`src/bpc_pkg.sv`:
```
package bpc_pkg;

  localparam int unsigned StampW  = 32;
  localparam int unsigned CfgW    = 16;
  localparam int unsigned CfgIdxW = 1;
  localparam int unsigned ActW    = 3;

  localparam logic [CfgW-1:0] LongPressRst   = 16'd1000;
  localparam logic [CfgW-1:0] RestartWinRst  = 16'd2000;

  typedef enum logic [ActW-1:0] {
    ACT_NONE        = 3'd0,
    ACT_NEXT        = 3'd1,
    ACT_NEXT_FOLDER = 3'd2,
    ACT_PREV        = 3'd3,
    ACT_RESTART     = 3'd4,
    ACT_PREV_FOLDER = 3'd5,
    ACT_CHANGE_MODE = 3'd6
  } action_e;

  typedef enum logic [CfgIdxW-1:0] {
    CFG_LONG_PRESS = 1'b0,
    CFG_RESTART_WIN = 1'b1
  } cfg_idx_e;

  typedef struct packed {
    logic [StampW-1:0] now_ms;
    logic              fwd_level;
    logic              back_level;
    logic              menu_level;
    logic              folder_mode;
  } item_t;

  typedef struct packed {
    logic [CfgW-1:0] long_press_ms;
    logic [CfgW-1:0] restart_window_ms;
  } cfg_t;

  typedef struct packed {
    logic              fwd_was;
    logic              back_was;
    logic              menu_was;
    logic [StampW-1:0] fwd_stamp;
    logic [StampW-1:0] back_stamp;
    logic [StampW-1:0] last_back_stamp;
  } btn_state_t;

endpackage

```
`src/button_press_classifier.sv`:
```
// Pipeline: the input register takes the item at its transfer edge, and the result register
// takes the action from it at an edge where it is empty or its result is being taken.
// Throughput: one item per cycle; a waiting result still lets one more item into the input
// register, and the input stalls only when both stages are full and the result is stalled.
// Reset (rst_ni low, asynchronous): both pipeline stages empty, button levels released,
// all stamps zero, long press threshold 1000 ms, restart window 2000 ms.
module button_press_classifier (
  input  logic                        clk_i,
  input  logic                        rst_ni,
  // Configuration write channel.
  input  logic                        cfg_valid_i,
  output logic                        cfg_ready_o,
  input  logic [bpc_pkg::CfgIdxW-1:0] cfg_index_i,
  input  logic [bpc_pkg::CfgW-1:0]    cfg_wdata_i,
  // Input item channel.
  input  logic                        in_valid_i,
  output logic                        in_stall_o,
  input  logic [bpc_pkg::StampW-1:0]  now_ms_i,
  input  logic                        fwd_level_i,
  input  logic                        back_level_i,
  input  logic                        menu_level_i,
  input  logic                        folder_mode_i,
  // Result channel.
  output logic                        out_valid_o,
  input  logic                        out_stall_i,
  output logic [bpc_pkg::ActW-1:0]    action_o
);
  import bpc_pkg::*;

  // Configuration registers. Writes always taken; user must write while idle, not enforced.
  cfg_t cfg_q;

  assign cfg_ready_o = 1'b1;

  always_ff @(posedge clk_i or negedge rst_ni) begin
    if (!rst_ni) begin
      cfg_q.long_press_ms     <= LongPressRst;
      cfg_q.restart_window_ms <= RestartWinRst;
    end else if (cfg_valid_i) begin
      unique case (cfg_idx_e'(cfg_index_i))
        CFG_LONG_PRESS:  cfg_q.long_press_ms     <= cfg_wdata_i;
        CFG_RESTART_WIN: cfg_q.restart_window_ms <= cfg_wdata_i;
        default:         cfg_q                   <= cfg_q;
      endcase
    end
  end

  // Result register.
  logic    out_valid_q;
  action_e action_q;

  // The input register holds one sampled item. It moves on into the result register whenever
  // the result register is empty or its result is being taken in this cycle, so the input side
  // only stalls when both stages are full and the consumer is stalling.
  logic       s1_valid_q;
  item_t      s1_item_q;
  logic       advance;
  logic       in_xfer;
  logic       fire;

  assign advance    = !out_valid_q || !out_stall_i;
  assign in_stall_o = s1_valid_q && !advance;
  assign in_xfer    = in_valid_i && !in_stall_o;
  assign fire       = s1_valid_q && advance;

  always_ff @(posedge clk_i or negedge rst_ni) begin
    if (!rst_ni) begin
      s1_valid_q <= 1'b0;
    end else if (in_xfer) begin
      s1_valid_q <= 1'b1;
    end else if (advance) begin
      s1_valid_q <= 1'b0;
    end
  end

  always_ff @(posedge clk_i) begin
    if (in_xfer) begin
      s1_item_q.now_ms      <= now_ms_i;
      s1_item_q.fwd_level   <= fwd_level_i;
      s1_item_q.back_level  <= back_level_i;
      s1_item_q.menu_level  <= menu_level_i;
      s1_item_q.folder_mode <= folder_mode_i;
    end
  end

  // Classification of the registered item against the button history. The history is
  // committed in the same edge as the result, so the next item sees it immediately.
  btn_state_t state_q, state_d;
  action_e    action_d;

  bpc_decide u_decide (
    .item_i   (s1_item_q),
    .cfg_i    (cfg_q),
    .state_i  (state_q),
    .state_o  (state_d),
    .action_o (action_d)
  );

  always_ff @(posedge clk_i or negedge rst_ni) begin
    if (!rst_ni) begin
      state_q <= '0;
    end else if (fire) begin
      state_q <= state_d;
    end
  end

  always_ff @(posedge clk_i or negedge rst_ni) begin
    if (!rst_ni) begin
      out_valid_q <= 1'b0;
    end else if (advance) begin
      out_valid_q <= s1_valid_q;
    end
  end

  always_ff @(posedge clk_i) begin
    if (fire) begin
      action_q <= action_d;
    end
  end

  assign out_valid_o = out_valid_q;
  assign action_o    = action_q;

endmodule

```
`src/bpc_decide.sv`:
```
module bpc_decide (
  input  bpc_pkg::item_t      item_i,
  input  bpc_pkg::cfg_t       cfg_i,
  input  bpc_pkg::btn_state_t state_i,
  output bpc_pkg::btn_state_t state_o,
  output bpc_pkg::action_e    action_o
);
  import bpc_pkg::*;

  logic [StampW-1:0] fwd_dur, back_dur, since_back;
  logic              fwd_rise, fwd_fall, fwd_long, fwd_stop;
  logic              back_rise, back_fall, back_long, back_stop;
  logic              menu_fall;

  assign fwd_rise   = item_i.fwd_level & ~state_i.fwd_was;
  assign fwd_fall   = ~item_i.fwd_level & state_i.fwd_was;
  assign fwd_dur    = item_i.now_ms - state_i.fwd_stamp;
  assign fwd_long   = fwd_dur >= {{(StampW-CfgW){1'b0}}, cfg_i.long_press_ms};
  // A long forward press outside folder mode produces nothing and lets back be examined.
  assign fwd_stop   = fwd_fall & (~fwd_long | item_i.folder_mode);

  assign back_rise  = item_i.back_level & ~state_i.back_was;
  assign back_fall  = ~item_i.back_level & state_i.back_was;
  assign back_dur   = item_i.now_ms - state_i.back_stamp;
  assign back_long  = back_dur >= {{(StampW-CfgW){1'b0}}, cfg_i.long_press_ms};
  assign back_stop  = back_fall & (~back_long | item_i.folder_mode);
  assign since_back = item_i.now_ms - state_i.last_back_stamp;

  assign menu_fall  = ~item_i.menu_level & state_i.menu_was;

  always_comb begin
    state_o  = state_i;
    action_o = ACT_NONE;

    state_o.fwd_was = item_i.fwd_level;
    if (fwd_rise) begin
      state_o.fwd_stamp = item_i.now_ms;
    end

    if (fwd_stop) begin
      action_o = fwd_long ? ACT_NEXT_FOLDER : ACT_NEXT;
    end else begin
      state_o.back_was = item_i.back_level;
      if (back_rise) begin
        state_o.back_stamp = item_i.now_ms;
      end
      if (back_fall && !back_long) begin
        state_o.last_back_stamp = item_i.now_ms;
      end

      if (back_stop) begin
        if (back_long) begin
          action_o = ACT_PREV_FOLDER;
        end else if (since_back < {{(StampW-CfgW){1'b0}}, cfg_i.restart_window_ms}) begin
          action_o = ACT_PREV;
        end else begin
          action_o = ACT_RESTART;
        end
      end else begin
        state_o.menu_was = item_i.menu_level;
        if (menu_fall) begin
          action_o = ACT_CHANGE_MODE;
        end
      end
    end
  end

endmodule

```
`config.mk`:
```
export PLATFORM = sky130hd
export DESIGN_NAME = button_press_classifier
export DESIGN_NICKNAME = d
export VERILOG_FILES = /design/src/bpc_pkg.sv /design/src/button_press_classifier.sv /design/src/bpc_decide.sv
export SDC_FILE = /design/constraint.sdc
export NUM_CORES = 1
export LEC_CHECK = 0
export ABC_AREA = 1
export BUFFER_PORTS_ARGS = -buffer_cell sky130_fd_sc_hd__buf_2
export CORE_ASPECT_RATIO = 1.25
export CORE_UTILIZATION = 38
export CTS_BUF_LIST = sky130_fd_sc_hd__clkbuf_4
export DETAILED_ROUTE_END_ITERATION = 12
export GPL_TIMING_DRIVEN = 0
export SLEW_MARGIN = 10
export SYNTH_ARGS = -nofsm -noshare
export SYNTH_HDL_FRONTEND = slang
export SYNTH_HIERARCHICAL = 1
export SYNTH_SLANG_ARGS = --single-unit
```
`constraint.sdc`:
```
create_clock -name clk_i -period 4.25 [get_ports clk_i]
set_input_delay 0.425 -clock clk_i [delete_from_list [all_inputs] [get_ports clk_i]]
set_output_delay 0.425 -clock clk_i [all_outputs]
set_load 0.005 [all_outputs]
```
==> reports/results.ini <==
[timing]
fin_ws_ps=160
clock_skew_ps=45.5
slew_headroom_pct=51.1
max_freq_ghz=0.245
slew_violations=0
holdWs_ps=73.9
min_period_over_period_pct=96.2
rsz0062_at_grt=true
tightest_slew_ps=734
finalSetupViolCount=0
hold_violations=0
period_needed_ps=4090
setup-tns-final_ps=0

[clock_tree]
cts_buffers=17
cts_tree=built
clkLatencyLatePin_ps=680
clk_pin_slew_ps=170
htreeDepth=4
root_buffer=clkbuf_4
clock_path_buffers=2
cts.sinks=172

[route]
drc_errors=0
met3_length_mm=2.38
drtPass1Iterations=5
route.vias.total=17400
wl_met1_mm=23.8
wl_mm=58.7
postRouteAntennaNets=0
avgRoutedWirePerCell_um=16.8
met2WireLength_mm=29.1
vias_per_cell=4.98
top_layer_used=met4
drtIter0Drc=1059

[synth]
yosys-top-cells-count=nand2_1, inv_1, nand3_1
synth_top_area_cell=nand2_1
ys_seq_elements=172
syn_area_per_cell_um2=6.26
ys_async_sr_fraction_pct=77.3
synth.area.top_cells=nand2_1, dfrtp_1, ha_1
syn_inst=2730
synth_top_cell_area_share_pct=22.9
synth-edff-count=39
synth-seq-area-share_pct=26.4
netlist_area_mm2=0.0171
yosys_most_used_dff=dfrtp_1
synth_warnings=6
syn-num-nets=2931
yosysMostFrequentCell=nand2_1
synthDistinctLibCells=49

[place]
place.gp.congestion=0.970
dp_slack_ps=-400
placed_area_mm2=0.0182
place_hpwl_mm=48.4
numPortBuffers=60

[global_route]
antenna_found_initial=1
gr-total-overflow=0
grt_pass1_wl_mm=89.3
grt_max_degree=84
grt_pass1_vias=16700
grtUsageTotal_pct=25.9

[power_and_ir_drop]
sw_frac_of_total_pct=48.9
leakage_uw=0.0106
powerDensity_mw_per_mm2=402
ir_worst_vdd_v=0.000195
clkPwrFrac_pct=14.6
power_switching_uw=3850
seqPwrFrac_pct=27.5
combPwrFrac_pct=57.9
p_int_uw=4030

[run_status]
status=finished, final reports clean

[setup_path]
arrival_ps=4660
cp_max_fo=10
slowest_stage=edfxtp_1
cp_slowest_stage_delay_ps=490
start_kind=register
reg2reg_depth=26
worstPathRequired_ps=4820
path_class=register to register
endpoint_kind=register
crit_top_cell=nand2_1

[die]
die_x_um=192
io_pins=64
rows=86
core_mm2=0.0442
start_util_pct=38.7
die_area_mm2=0.0458
die-height_um=239

[hold_path]
hp-class=input port to register
holdPathStages=3

[flow_run]
maxCapViolCount=0

[cells_and_area]
drive_gt1_share_pct=13.2
fin_nets=3099
fin_area_mm2=0.0196
syn2layout_area_growth_pct=14.9
n_fill_cell=4628

[state kept, by name (all words and copies together) (netlist names)]
name and cells:
s1_item_q 36, state_q 99, cfg_q 32, action_o 3
out_valid_o 1, s1_valid_q 1
[placed cells by master (no fill, tap or decap), types with 17 or more instances in the layout]
cell type	n
a21oi_1	86
clkbuf_4	17
o21ai_0	83
nor2_2	23
edfxtp_1	39
xor2_1	45
dfrtp_1	120
ha_1	125
o21ai_2	57
nand2_1	1033
dlygate4sd3_1	56
nand3_1	214
inv_1	461
nand2_2	51
nor2_1	165
buf_2	84
buf_4	44
[critical path: cells and delay by family (launching register included)]
kind / cells / cell delay (ps)
DFF: 1 / 490
xor gates and xnor gates: 1 / 180
and+or+nand+nor: 15 / 1710
AOI/OAI and AO/OA: 3 / 380
buffers and inverters: 5 / 630
adders and majority gates: 2 / 610
[through the flow]
stage	cells	utilization, %	total power (uW)
5_1_grt	3484	44.4	8580
4_1_cts	3460	43.3	7710
3_5_place_dp	3364	41.1	6470
2_1_floorplan	2730	-	5280
3_3_place_gp	3362	41.0	6370
6_report	3484	44.4	7890
[per-layer routing]
metal / vias up / global-route usage (%)
met4: 0 / 15.0
met2: 462 / 45.9
li1: 8824 / -
met5: - / 0
met3: 122 / 2.83
met1: 7946 / 29.8
[logic make-up (layout without fill, tap and decap cells)]
group | Yosys count | after routing | share of synthesized area, %
fa+ha+maj | 143 | 143 | 10.6
buf+inv | 543 | 724 | 13.1
compound gates | 267 | 267 | 9.46
flops | 172 | 172 | 26.4
simple gates | 1555 | 1555 | 37.9
other cells | 1 | 2 | 0.0219
xor+xnor | 49 | 49 | 2.51
[final timing paths]
kind	from	to	slack, ps
max	s1_item_q[10]	state_q[60]	160
min reg2reg	cfg_q[9]	cfg_q[9]	480
min in group asynchronous	rst_ni	state_q[10]	210
max reg2reg	s1_item_q[10]	state_q[60]	160
max in group asynchronous	rst_ni	state_q[55]	3190
min	cfg_index_i	cfg_q[2]	70
[what timing repair did]
action,CTS,global route
setup buffers,8,22
gates cloned,0,1
gates resized for setup,9,48
setup endpoints to repair,67,69
hold buffers,56,0
endpoints found under the hold margin,119,0
pin swaps,0,11
[area by class of cell]
class                      count  area (um^2)  area share, %
timing repair buffer         149         1170           5.95
multi-input combinational   2015        10600           54.2
tap                          572          716           3.64
sequential                   172         4520           23.0
clock inverter                15          206           1.05
clock buffer                  17          128          0.650
inverter                     477         1790           9.14
antenna                        1         2.50         0.0127
buffer                        66          460           2.34
[power groups by stage]
stage                     Sequential (uW)  Clock (uW)  Combinational [uW]
final                                2170        1150                4570
after global routing                 2200        1250                5140
after CTS                            2170        1190                4360
after detailed placement             2200           0                4270
after global placement               2200           0                4170
after floorplan                      2120           0                3160
Note: power is estimated with default switching activity, not from simulation.
